## config.mk

```make
export PLATFORM = sky130hd
export DESIGN_NAME = dead_reckoning_pose_integrator_top_flat
export DESIGN_NICKNAME = d
export VERILOG_FILES = /design/src/rtl/core/drpi_pkg.sv /design/src/rtl/core/drpi_if.sv /design/src/rtl/core/dead_reckoning_pose_integrator_top.sv /design/src/flat_wrapper.sv
export VERILOG_INCLUDE_DIRS = /design/src /design/src/rtl/core
export SDC_FILE = /design/constraint.sdc
export NUM_CORES = 2
export LEC_CHECK = 0
export BUFFER_PORTS_ARGS = -buffer_cell sky130_fd_sc_hd__buf_2
export CORE_ASPECT_RATIO = 1.2
export CORE_UTILIZATION = 50
export CTS_BUF_LIST = sky130_fd_sc_hd__clkbuf_4
export DETAILED_ROUTE_END_ITERATION = 8
export GPL_TIMING_DRIVEN = 1
export PLACE_DENSITY_LB_ADDON = 0.15
export SLEW_MARGIN = 20
export SYNTH_ARGS = -nofsm -noshare
export SYNTH_HDL_FRONTEND = slang
export SYNTH_SLANG_ARGS = --single-unit
export TNS_END_PERCENT = 100
```

## constraint.sdc

```tcl
create_clock -name clk -period 8.7 [get_ports clk]
set_clock_uncertainty 0.2 [all_clocks]
set_input_delay 0.87 -clock clk [delete_from_list [all_inputs] [get_ports clk]]
set_output_delay 0.87 -clock clk [all_outputs]
set_load 0.01 [all_outputs]
```

## src/rtl/core/dead_reckoning_pose_integrator_top_assert.svh

```systemverilog
// Assertion macros for the pose integrator top level.
`ifndef DEAD_RECKONING_POSE_INTEGRATOR_TOP_ASSERT_SVH
`define DEAD_RECKONING_POSE_INTEGRATOR_TOP_ASSERT_SVH
`ifndef SYNTHESIS
`define DR_ASSERT_IMP(lbl, a, c, msg) \
    lbl: assert property (@(posedge clk) disable iff (!rst_n) (a) |-> (c)) else $error(msg);
`define DR_ASSERT_NXT(lbl, a, c, msg) \
    lbl: assert property (@(posedge clk) disable iff (!rst_n) (a) |=> (c)) else $error(msg);
`else
`define DR_ASSERT_IMP(lbl, a, c, msg)
`define DR_ASSERT_NXT(lbl, a, c, msg)
`endif
`endif

```

## src/rtl/core/drpi_pkg.sv

```systemverilog
// Package for the pose integrator: widths, constants, CORDIC table.
`default_nettype none
package drpi_pkg;
    localparam int SINCOS_STEPS_DEF = 16;
    localparam int CORDIC_LEN = 24;
    localparam logic [15:0] TIMEOUT_RESET = 16'd6554;
    localparam logic signed [33:0] CORDIC_GAIN = 34'sd652032874;
    localparam logic [16:0] SINCE_MAX = 17'h1FFFF;
    localparam logic OP_CMD = 1'b0;
    localparam logic OP_TICK = 1'b1;

    typedef struct packed {
        logic [31:0] pose_x;
        logic [31:0] pose_y;
        logic [15:0] heading;
        logic        timed_out;
    } pose_t;

    typedef struct packed {
        logic        opcode;
        logic [15:0] linear_speed_cmd;
        logic [23:0] turn_rate_cmd;
        logic [15:0] time_step;
    } cmd_t;

    function automatic logic [31:0] atan_turn(input logic [4:0] i);
        logic [31:0] r;
        case (i)
            5'd0: r = 32'h20000000; 5'd1: r = 32'h12E4051D; 5'd2: r = 32'h09FB385B;
            5'd3: r = 32'h051111D4; 5'd4: r = 32'h028B0D43; 5'd5: r = 32'h0145D7E1;
            5'd6: r = 32'h00A2F61E; 5'd7: r = 32'h00517C55; 5'd8: r = 32'h0028BE53;
            5'd9: r = 32'h00145F2E; 5'd10: r = 32'h000A2F98; 5'd11: r = 32'h000517CC;
            5'd12: r = 32'h00028BE6; 5'd13: r = 32'h000145F3; 5'd14: r = 32'h0000A2F9;
            5'd15: r = 32'h0000517C; 5'd16: r = 32'h000028BE; 5'd17: r = 32'h0000145F;
            5'd18: r = 32'h00000A2F; 5'd19: r = 32'h00000517; 5'd20: r = 32'h0000028B;
            5'd21: r = 32'h00000145; 5'd22: r = 32'h000000A2; 5'd23: r = 32'h00000051;
            default: r = 32'h0;
        endcase
        return r;
    endfunction
endpackage
`default_nettype wire

```

## src/rtl/core/drpi_if.sv

```systemverilog
// Valid/ready stream interfaces for command and pose beats.
`default_nettype none
interface drpi_cmd_if;
    import drpi_pkg::*;
    logic valid;
    logic ready;
    cmd_t data;
    modport source (output valid, output data, input ready);
    modport sink (input valid, input data, output ready);
endinterface

interface drpi_pose_if;
    import drpi_pkg::*;
    logic  valid;
    logic  ready;
    pose_t data;
    modport source (output valid, output data, input ready);
    modport sink (input valid, input data, output ready);
endinterface
`default_nettype wire

```

## src/rtl/core/dead_reckoning_pose_integrator_top.sv

```systemverilog
// Pose integrator top: bit-serial multiplies, iterative CORDIC, saturating accumulate.
// A command beat goes from S_IDLE straight to S_OUT, where its pose loads once the output is free.
// A tick goes through S_MULA, S_PREP, S_CORD, S_MULX, S_ACC and S_OUT, its products formed by
// the bit-serial shift-add multipliers and its sine and cosine by the one-step-per-cycle CORDIC.
// One beat is in work at a time; the next is taken the cycle after the pose is loaded.
// rst_n clears pose, speeds, elapsed time and sets the timeout to 6554.
`default_nettype none
module dead_reckoning_pose_integrator_top #(
    parameter int SINCOS_STEPS = drpi_pkg::SINCOS_STEPS_DEF
) (
    input  wire logic        clk,
    input  wire logic        rst_n,
    drpi_cmd_if.sink         cmd,
    drpi_pose_if.source      pose,
    input  wire logic        cfg_we,
    input  wire logic [15:0] cfg_wdata
);
    import drpi_pkg::*;

    localparam int NSTEP = (SINCOS_STEPS > CORDIC_LEN) ? CORDIC_LEN : SINCOS_STEPS;

    localparam logic [2:0] S_IDLE = 3'd0;
    localparam logic [2:0] S_MULA = 3'd1; // heading and distance products, serial over dt
    localparam logic [2:0] S_PREP = 3'd2;
    localparam logic [2:0] S_CORD = 3'd3;
    localparam logic [2:0] S_MULX = 3'd4; // dist*cos and dist*sin, serial over cos/sin
    localparam logic [2:0] S_ACC  = 3'd5;
    localparam logic [2:0] S_OUT  = 3'd6;

    logic [2:0]  state_reg, state_next;
    logic [15:0] timeout_reg;
    logic signed [31:0] px_reg, py_reg;
    logic [31:0] hd_reg;
    logic signed [15:0] lin_reg;
    logic signed [23:0] rate_reg;
    logic [16:0] since_reg;
    logic        timed_reg;
    logic [5:0]  cnt_reg;
    // serial multiplier of speed/rate by dt
    logic [15:0] dt_sh_reg;
    logic signed [39:0] hacc_reg, dacc_reg;
    logic signed [39:0] hadd_reg, dadd_reg;
    // CORDIC
    logic signed [33:0] cx_reg, cy_reg;
    logic signed [32:0] cz_reg;
    logic        flip_reg;
    // second multiply: dist (Q8.24, 33 bit) by cos/sin (34 bit)
    logic signed [33:0] mc_reg, ms_reg;
    logic signed [67:0] pxacc_reg, pyacc_reg, mdist_reg;
    logic        out_v_reg;
    pose_t       out_reg;

    assign cmd.ready = (state_reg == S_IDLE);
    assign pose.valid = out_v_reg;
    assign pose.data = out_reg;

    logic acc_in;
    assign acc_in = cmd.valid && cmd.ready;

    // in S_OUT, the output register loads when empty or emptied this cycle
    logic out_load;
    assign out_load = (state_reg == S_OUT) && (!out_v_reg || pose.ready);

    // saturating add of a rounded Q16.16 delta
    function automatic logic signed [31:0] sat_add(input logic signed [31:0] p,
                                                   input logic signed [67:0] prod);
        logic signed [67:0] rr;
        logic signed [68:0] r;
        rr = (prod + (68'sd1 <<< 37)) >>> 38;
        r = {{37{p[31]}}, p} + {rr[67], rr};
        if (r > 69'sd2147483647) return 32'sh7FFFFFFF;
        if (r < -69'sd2147483648) return 32'sh80000000;
        return r[31:0];
    endfunction

    logic [16:0] since_sum;
    logic [17:0] since_raw;
    assign since_raw = {1'b0, since_reg} + {2'b0, cmd.data.time_step};
    assign since_sum = since_raw[17] ? SINCE_MAX : since_raw[16:0];
    logic [31:0] hd_new;
    assign hd_new = hd_reg + hacc_reg[31:0];
    logic [31:0] u_ang;
    assign u_ang = flip_reg ? hd_reg + 32'h80000000 : hd_reg;

    always_comb
    begin
        state_next = state_reg;
        unique case (state_reg)
            S_IDLE: if (acc_in) state_next = cmd.data.opcode == OP_TICK ? S_MULA : S_OUT;
            S_MULA: if (cnt_reg == 6'd15) state_next = S_PREP;
            S_PREP: state_next = S_CORD;
            S_CORD: if (cnt_reg == 6'(NSTEP - 1)) state_next = S_MULX;
            S_MULX: if (cnt_reg == 6'd33) state_next = S_ACC;
            S_ACC:  state_next = S_OUT;
            S_OUT:  if (out_load) state_next = S_IDLE;
            default: state_next = S_IDLE;
        endcase
    end

    always_ff @(posedge clk or negedge rst_n)
    begin
        if (!rst_n)
        begin
            state_reg <= S_IDLE;
            timeout_reg <= TIMEOUT_RESET;
            px_reg <= '0; py_reg <= '0; hd_reg <= '0;
            lin_reg <= '0; rate_reg <= '0; since_reg <= '0;
            timed_reg <= 1'b0; cnt_reg <= '0; out_v_reg <= 1'b0;
        end
        else
        begin
            state_reg <= state_next;
            if (cfg_we) timeout_reg <= cfg_wdata;
            if (out_load)
                out_v_reg <= 1'b1;
            else if (pose.ready)
                out_v_reg <= 1'b0;
            unique case (state_reg)
                S_IDLE:
                begin
                    cnt_reg <= '0;
                    if (acc_in)
                    begin
                        timed_reg <= 1'b0;
                        if (cmd.data.opcode == OP_CMD)
                        begin
                            lin_reg <= cmd.data.linear_speed_cmd;
                            rate_reg <= cmd.data.turn_rate_cmd;
                            since_reg <= '0;
                        end
                        else
                        begin
                            since_reg <= since_sum;
                            dt_sh_reg <= cmd.data.time_step;
                            hacc_reg <= '0; dacc_reg <= '0;
                            if (since_sum > {1'b0, timeout_reg})
                            begin
                                lin_reg <= '0; rate_reg <= '0; timed_reg <= 1'b1;
                                hadd_reg <= '0; dadd_reg <= '0;
                            end
                            else
                            begin
                                hadd_reg <= 40'(rate_reg);
                                dadd_reg <= 40'(lin_reg);
                            end
                        end
                    end
                end
                S_MULA:
                begin
                    if (dt_sh_reg[0])
                    begin
                        hacc_reg <= hacc_reg + hadd_reg;
                        dacc_reg <= dacc_reg + dadd_reg;
                    end
                    hadd_reg <= hadd_reg <<< 1;
                    dadd_reg <= dadd_reg <<< 1;
                    dt_sh_reg <= dt_sh_reg >> 1;
                    cnt_reg <= (cnt_reg == 6'd15) ? 6'd0 : cnt_reg + 6'd1;
                end
                S_PREP:
                begin
                    hd_reg <= hd_new;
                    flip_reg <= hd_new[31] ^ hd_new[30];
                    mdist_reg <= 68'(dacc_reg);
                    cx_reg <= CORDIC_GAIN; cy_reg <= '0;
                end
                S_CORD:
                begin
                    if (cnt_reg == 6'd0)
                    begin
                        // first step: z taken from the folded heading
                        if (!u_ang[31])
                        begin
                            cx_reg <= cx_reg - cy_reg; cy_reg <= cy_reg + cx_reg;
                            cz_reg <= {u_ang[31], u_ang} - 33'(atan_turn(5'd0));
                        end
                        else
                        begin
                            cx_reg <= cx_reg + cy_reg; cy_reg <= cy_reg - cx_reg;
                            cz_reg <= {u_ang[31], u_ang} + 33'(atan_turn(5'd0));
                        end
                    end
                    else if (!cz_reg[32])
                    begin
                        cx_reg <= cx_reg - (cy_reg >>> cnt_reg[4:0]);
                        cy_reg <= cy_reg + (cx_reg >>> cnt_reg[4:0]);
                        cz_reg <= cz_reg - 33'(atan_turn(cnt_reg[4:0]));
                    end
                    else
                    begin
                        cx_reg <= cx_reg + (cy_reg >>> cnt_reg[4:0]);
                        cy_reg <= cy_reg - (cx_reg >>> cnt_reg[4:0]);
                        cz_reg <= cz_reg + 33'(atan_turn(cnt_reg[4:0]));
                    end
                    if (cnt_reg == 6'(NSTEP - 1))
                    begin
                        cnt_reg <= '0;
                        pxacc_reg <= '0; pyacc_reg <= '0;
                    end
                    else
                        cnt_reg <= cnt_reg + 6'd1;
                end
                S_MULX:
                begin
                    if (cnt_reg == 6'd0)
                    begin
                        // load multipliers: x uses cos, y uses -sin, flip folds in
                        mc_reg <= flip_reg ? -cx_reg : cx_reg;
                        ms_reg <= flip_reg ? cy_reg : -cy_reg;
                        cnt_reg <= 6'd1;
                    end
                    else
                    begin
                        // two's-complement shift-add, top bit weighted negative
                        if (mc_reg[0])
                            pxacc_reg <= (cnt_reg == 6'd33) ? pxacc_reg - mdist_reg
                                                            : pxacc_reg + mdist_reg;
                        if (ms_reg[0])
                            pyacc_reg <= (cnt_reg == 6'd33) ? pyacc_reg - mdist_reg
                                                            : pyacc_reg + mdist_reg;
                        mc_reg <= mc_reg >>> 1;
                        ms_reg <= ms_reg >>> 1;
                        mdist_reg <= mdist_reg <<< 1;
                        cnt_reg <= (cnt_reg == 6'd33) ? 6'd0 : cnt_reg + 6'd1;
                    end
                end
                S_ACC:
                begin
                    px_reg <= sat_add(px_reg, pxacc_reg);
                    py_reg <= sat_add(py_reg, pyacc_reg);
                end
                S_OUT:
                begin
                    // holds here while the previous pose still waits
                    if (out_load)
                    begin
                        out_reg.pose_x <= px_reg;
                        out_reg.pose_y <= py_reg;
                        out_reg.heading <= hd_reg[31:16];
                        out_reg.timed_out <= timed_reg;
                    end
                end
                default: ;
            endcase
        end
    end

`include "dead_reckoning_pose_integrator_top_assert.svh"
    `DR_ASSERT_IMP(a_no_take_busy, state_reg != S_IDLE, !cmd.ready, "beat taken while busy")
    `DR_ASSERT_NXT(a_out_follows, state_reg == S_OUT, out_v_reg, "pose not presented")
    `DR_ASSERT_IMP(a_since_cap, 1'b1, since_reg <= SINCE_MAX, "elapsed time overflow")
endmodule
`default_nettype wire

```

## src/flat_wrapper.sv

```systemverilog
// flat-port wrapper written by rule: the top's interface ports become plain ports
module dead_reckoning_pose_integrator_top_flat import drpi_pkg::*;
#(
    parameter int SINCOS_STEPS = drpi_pkg::SINCOS_STEPS_DEF
)
  (clk, rst_n, cfg_we, cfg_wdata, cmd_valid, cmd_data, cmd_ready, pose_valid, pose_data, pose_ready);
  drpi_cmd_if cmd_i ();
  drpi_pose_if pose_i ();
  input  wire logic clk;
  input  wire logic rst_n;
  input  wire logic cfg_we;
  input  wire logic [15:0] cfg_wdata;
  input wire logic [$bits(cmd_i.valid)-1:0] cmd_valid;
  input wire logic [$bits(cmd_i.data)-1:0] cmd_data;
  output wire logic [$bits(cmd_i.ready)-1:0] cmd_ready;
  output wire logic [$bits(pose_i.valid)-1:0] pose_valid;
  output wire logic [$bits(pose_i.data)-1:0] pose_data;
  input wire logic [$bits(pose_i.ready)-1:0] pose_ready;
  assign cmd_i.valid = cmd_valid;
  assign cmd_i.data = cmd_data;
  assign cmd_ready = cmd_i.ready;
  assign pose_valid = pose_i.valid;
  assign pose_data = pose_i.data;
  assign pose_i.ready = pose_ready;
  dead_reckoning_pose_integrator_top #(.SINCOS_STEPS(SINCOS_STEPS)) u_core (.clk(clk), .rst_n(rst_n), .cmd(cmd_i), .pose(pose_i), .cfg_we(cfg_we), .cfg_wdata(cfg_wdata));
endmodule
```

# Word-level counts from Yosys, hierarchy flattened
# Memory sizes are Yosys's and may differ from the RTL's.
# Cells that the tools add are included.
totals:
  latchBits: 0
  mem_bits_rw: 0
  mem_count: 2
  register_bits: 811
  out_inout_bits: 83
  romBits: 1920
  wordCells: 203
  inputBits: 78
op_classes:
  muxes: 89
  n_eq_ne: 19
  multipliers: 0
  n_lt_le_gt_ge: 5
  add_sub_neg: 27
  div_mod_pow: 0
  bitwise: 1
  n_shift: 2
  reduce_logical: 27
memory_table:
  columns: ["name", "depth", "width", "read_ports", "rd_ports_with_merged_regs", "write_ports", "line_no", "text"]
  rows:
  - ["(no name shown)", 32, 30, 1, 0, 0, "drpi_pkg.sv:28", "case (i)"]
  - ["(no name shown)", 32, 30, 1, 0, 0, "drpi_pkg.sv:28", null]
ops:
  columns: ["operator", "n"]
  rows:
  - ["$mux W68", 8]
  - ["$mux W32", 15]
  - ["$pmux W68 S2", 3]
  - ["$mux W40", 10]
  - ["$pmux W40 S2", 4]
  - ["$mux W34", 8]
  - ["$mux W33", 5]
  - ["$gt A69 B32 Y1 const B", 2]
  - ["$lt A69 B32 Y1 const B", 2]
  - ["$add A68 B39 Y68 const B", 2]
  - ["$add A68 B68 Y68", 2]
  - ["$pmux W34 S2", 2]
  - ["$sub A34 B34 Y34", 4]
  - ["$sub A68 B68 Y68", 2]
  - ["$add A34 B34 Y34", 3]
  - ["$add A40 B40 Y40", 2]
  - ["$neg A34 Y34", 2]
  - ["$sshr A34 B5 Y34", 2]
  - ["$add A32 B30 Y33", 2]
  - ["$mux W16", 4]
  - ["$mux W24", 2]
  - ["$mux W17", 2]
  - ["$add A32 B31 Y33 const B", 1]
  - ["$add A33 B32 Y33", 1]
  - ["33 further kinds", 80]

# Longest topological paths before layout
depth:
  word_depth: 9
  mapped_depth: 31
  ltp_nobuf: 25

# Worst setup path after synthesis
# No wires, ideal clock.
synth_timing:
  kind: "reg-to-reg"
  startpoint: "register u_core.cnt_reg[0]"
  endpoint: "register u_core.pxacc_reg[0] (enable)"
  required_ns: 7.983
  path_stages_with_launch: 15
  setup_time_ns: 0.517
  slack_ns: 2.070
  n_path_buf: 9
  arrival_ns: 5.914
  period_less_slack_ns: 6.630
  path_cell_list: "dfrtp_1 > buf_6 > buf_12 > buf_8 > buf_8 > buf_6 > inv_1 > ha_1 > clkbuf_1 > nand3b_1 > clkbuf_1 > clkbuf_1 > clkbuf_1 > nand3_1 > a21oi_1"
synth_between:
  elab_chain_len: 3
  elab_cells_between_ends: 5
  cone_classes: "eq/ne: 3; reduce/logical: 2"
synth_lines:
  columns: ["element", "line_no", "text"]
  rows:
  - ["start, declared", "dead_reckoning_pose_integrator_top.sv:38", "logic [5:0] cnt_reg;"]
  - ["start signal, assigned", "dead_reckoning_pose_integrator_top.sv:159", "cnt_reg <= (cnt_reg == 6'd15) ? 6'd0 : cnt_reg + 6'd1;"]
  - ["start signal, assigned", "dead_reckoning_pose_integrator_top.sv:202", "cnt_reg <= cnt_reg + 6'd1;"]
  - ["start signal, assigned", "dead_reckoning_pose_integrator_top.sv:225", "cnt_reg <= (cnt_reg == 6'd33) ? 6'd0 : cnt_reg + 6'd1;"]
  - ["$eq A6 B4 Y1 or $logic_not A6 Y1 (tied branches)", "dead_reckoning_pose_integrator_top.sv:196, dead_reckoning_pose_integrator_top.sv:206", null]
  - ["$ne A2 B1 Y1 (no line) or $ne A2 B2 Y1 (tied branches)", null, null]
  - ["$reduce_and A5 Y1 (no line) (*)", null, null]
  - ["end signal, assigned", "dead_reckoning_pose_integrator_top.sv:217", "pxacc_reg <= (cnt_reg == 6'd33) ? pxacc_reg - mdist_reg"]
  - ["end, declared", "dead_reckoning_pose_integrator_top.sv:49", "logic signed [67:0] pxacc_reg, pyacc_reg, mdist_reg;"]
# Every way passes the cells marked *; elsewhere a longest branch is shown, timed or not.
# A chain may end at the register's enable or synchronous reset.

# Worst setup path in the final report
layout_timing:
  startpoint: "register u_core.cnt_reg[0]"
  endpoint: "register u_core.cy_reg[31], data pin"
layout_between:
  elab_chain_len: 5
  elab_cells_between_ends: 7
  cone_classes: "add/sub: 2; shift: 1; mux: 3; reduce/logical: 1"
layout_lines:
  columns: ["element", "line_no", "text"]
  rows:
  - ["$sshr A34 B5 Y34", "dead_reckoning_pose_integrator_top.sv:187, dead_reckoning_pose_integrator_top.sv:193", null]
  - ["$add A34 B34 Y34 or $sub A34 B34 Y34 (tied branches)", "dead_reckoning_pose_integrator_top.sv:187, dead_reckoning_pose_integrator_top.sv:193", null]
  - ["$mux W34", "dead_reckoning_pose_integrator_top.sv:184", "else if (!cz_reg[32])"]
  - ["$mux W34 (*)", "dead_reckoning_pose_integrator_top.sv:170", "if (cnt_reg == 6'd0)"]
  - ["$pmux W34 S2 (*)", "dead_reckoning_pose_integrator_top.sv:118", "unique case (state_reg)"]
  - ["end signal, assigned", "dead_reckoning_pose_integrator_top.sv:175", "cx_reg <= cx_reg - cy_reg; cy_reg <= cy_reg + cx_reg;"]
  - ["end signal, assigned", "dead_reckoning_pose_integrator_top.sv:187", "cy_reg <= cy_reg + (cx_reg >>> cnt_reg[4:0]);"]
  - ["end signal, assigned", "dead_reckoning_pose_integrator_top.sv:193", "cy_reg <= cy_reg - (cx_reg >>> cnt_reg[4:0]);"]
  - ["end, declared", "dead_reckoning_pose_integrator_top.sv:44", "logic signed [33:0] cx_reg, cy_reg;"]
# Marks and branches as above.

==> impl_metrics.ini <==
[placement]
numPortBuffers = 160
gp_congestion = 0.971
postPlaceCellArea_um2 = 69600
pre_cts_ws_ps = 1150
dp_hpwl_um = 154000

[clock_network]
clock_sinks = 795
clkLatencyLatePin_ps = 1260
postCtsSetupRepairBufs = 0
numCtsBuffers = 214
clkTransAtPathRegs_ps = 60
clockBufferDepth = 3
cts.htree.levels = 4
root_buffer = clkbuf_4
cts_tree = yes
cts_resized = 0
cts_hold_buf = 109

[synth]
synth-compound-area-share = 0.220
synth_cell_types = 102
synth_top_cell_by_area = edfxtp_1
syn_nets = 8285
avgSynthCellArea_um2 = 8.79
synthArstFlopShare = 0.226
yosys.area_share.xor_xnor = 0.0887
seq_area_frac_synth = 0.342
synth_edf_count = 615
syn_inst = 7648
synthSimpleGateAreaFrac = 0.170
netlist_area_um2 = 67200
yosys_register_bits = 795
synth_top_area_share = 0.275
synth_mux_area_frac = 0.0368
synth-main-ff-cell = edfxtp_1
synth.yosys.warnings = 0
synth_adder_area_share = 0.106
synth.area.top_cells = edfxtp_1 (27%), ha_1 (10%), dfrtp_1 (6.4%)
synth_top_family_by_area = compound AO/OA/AOI/OAI gates

[run_status]
status = finished, final reports clean

[routing]
drt-vias-per-instance = 6.07
route.detailed.drc = 0
wl_per_cell_um = 21.1
firstDrtPassIters = 5
ant_nets = 0
drt_iter0_markers = 5001
vias = 59600
wl_um = 208000

[pwr]
pwr-share-seq = 0.238
p_per_area_nw_per_um2 = 369
peakVddDrop_mv = 0.244
clkPwrFrac = 0.127
combPwrFrac = 0.634
p_total_w = 0.0271
p_int_w = 0.0139
p_sw_frac = 0.486
power.switching_w = 0.0132
leakage_nw = 30.7

[job]
drv_cap = 0

[worst_setup_path]
worstPathCellList = buf_4, mux4_1, mux2_2, a222oi_1, and4bb_1, nand4_4, nor4_4, and3_1, and2b_1, nor2_1, xnor2_1, ha_1, o21ai_0, nand2b_1, nand3_1, or2_2, and3b_1, o2111a_1, o21ai_0, nand3_1, or4b_2, nand3_1
critPathRequiredTime_ps = 9560
crit_family = simple AND/OR/NAND/NOR gates
endpoint_kind = flop
cp_common_cell = nand3_1
crit_buf_inv = 1
cp_max_fo = 55
critPathKind = flop to flop
start_kind = flop
arrival_ps = 8470
slowest_delay_ps = 950
crit_slowest_cell = dfrtp_4

[sta]
rsz0062_at_grt = no
maxSlewViolCount = 0
setup_ws_ps = 1100
hold_viol = 0
final.setup.tns_ps = 0
setup_violations = 0
period_share = 0.874
max_freq_ghz = 0.132
slew_headroom = 0.228
worst_slew_pin_slew_ps = 1160
period_minus_slack_ps = 7600

[floorplan]
start_util = 0.503
dieHeight_um = 404
rows = 147
fp.coreArea_um2 = 134000
design.die.area_um2 = 136000
ios = 161
die_w_um = 337

[layout]
nets = 8490
largest_reg_flops = 81
area_delta_synth_final_pct = 9.34
finalInstanceArea_um2 = 73500
drive_above_1_share = 0.0964

[global_routing]
gr-usage-all-layers = 0.300
grt_max_degree = 89
grt_overflow = 0
grt_pass1_vias = 57100
grt_pass1_wl_um = 321000
antenna_found_initial = 9

[worst_hold_path]
worst_hold_path_type = input port to async pin
==> metrics by stage <==
step	utilization	cells	hold WS, ps
after floorplan	-	7648	225
after global placement	0.521	9315	241
after detailed placement	0.521	9315	233
after CTS	0.550	9818	66.7
after global routing	0.550	9827	138
final	0.550	9828	184
==> per-layer routing <==
| metal | track usage | up-vias | routed length (µm) |
|---|---|---|---|
| met3 | 0.0445 | 487 | 13400 |
| met4 | 0.124 | 4 | 8050 |
| met2 | 0.494 | 2111 | 97400 |
| met5 | 0 | - | 20 |
| li1 | - | 28500 | - |
| met1 | 0.392 | 28500 | 88900 |
==> path summary, 6_finish.rpt <==
path	from	end	slack, ps	cells after the start
setup / recovery	u_core.cnt_reg[0]	u_core.cy_reg[31]	1100	22
hold / removal	rst_n	u_core.hd_reg[26]	180	3
setup reg to reg	u_core.cnt_reg[0]	u_core.cy_reg[31]	1100	22
hold reg to reg	u_core.mc_reg[12]	u_core.mc_reg[11]	250	2
max in group asynchronous	rst_n	u_core.since_reg[10]	7210	3
min in group clk	cmd_data[48]	u_core.lin_reg[8]	190	3
==> power groups by stage <==
stage	clock network [W]	registers [W]	logic, W
3_3_place_gp	0	0.00649	0.0167
4_1_cts	0.00356	0.00642	0.0170
6_report	0.00345	0.00646	0.0172
3_5_place_dp	0	0.00649	0.0169
2_1_floorplan	0	0.00600	0.0130
5_1_grt	0.00373	0.00653	0.0189
==> worst register-to-register path, cell delays in order (launching register included) <==
cell and delay, ps:
dfrtp_4 950, buf_4 480, mux4_1 620, mux2_2 280
a222oi_1 600, and4bb_1 380, nand4_4 170, nor4_4 510
and3_1 310, and2b_1 160, nor2_1 50, xnor2_1 140
ha_1 380, o21ai_0 130, nand2b_1 120, nand3_1 110
or2_2 300, and3b_1 320, o2111a_1 330, o21ai_0 140
nand3_1 90, or4b_2 600, nand3_1 100
==> layout make-up <==
| cell class | count | area [µm²] |
|---|---|---|
| fillers | 12400 | 60000 |
| multi-input cells | 6221 | 41900 |
| repair buffers | 349 | 2560 |
| well taps | 1788 | 2240 |
| clock buffers | 310 | 2330 |
| flip-flops and latches | 795 | 23000 |
| clock inverters | 84 | 462 |
| diodes | 9 | 22.5 |
| inverters | 272 | 1020 |
==> layout by cell type, fill, tap and decap left out, types with 74 or more instances in the layout <==
cell           synthesis  routed
nand2_1              923     921
nor2_1               722     715
a21oi_1              636     633
edfxtp_1             615     615
o21ai_0              576     576
ha_1                 544     544
xnor2_1              443     442
clkbuf_4               0     310
a21o_1               276     276
inv_1                266     266
xor2_1               236     236
dfrtp_1              173     168
buf_2                 22     159
nand3_1              132     132
nor3_1               131     130
dlygate4sd3_1          0     108
o21bai_1              96      96
a31oi_1               92      92
nor2b_1               90      90
nand2b_1              90      89
o21a_1                88      88
nand4_1               86      86
a211oi_1              85      85
buf_4                  2      77
and3_1                74      74
==> cells by family after synthesis <==
| kind of cell | after synthesis |
|---|---|
| DFF | 795 |
| xor gates and xnor gates | 680 |
| and+or+nand+nor | 2493 |
| adders and majority gates | 560 |
| buffers and inverters | 632 |
| muxes | 156 |
| AOI/OAI and AO/OA | 2332 |
==> synth_stat cells, types with 96 or more instances <==
cell type	number
nor3_1	131
ha_1	544
a21oi_1	636
xor2_1	236
inv_1	266
dfrtp_1	173
o21bai_1	96
edfxtp_1	615
a21o_1	276
nand2_1	923
nor2_1	722
xnor2_1	443
nand3_1	132
o21ai_0	576
clkbuf_1	298
Power figures use the tool's default switching activity.
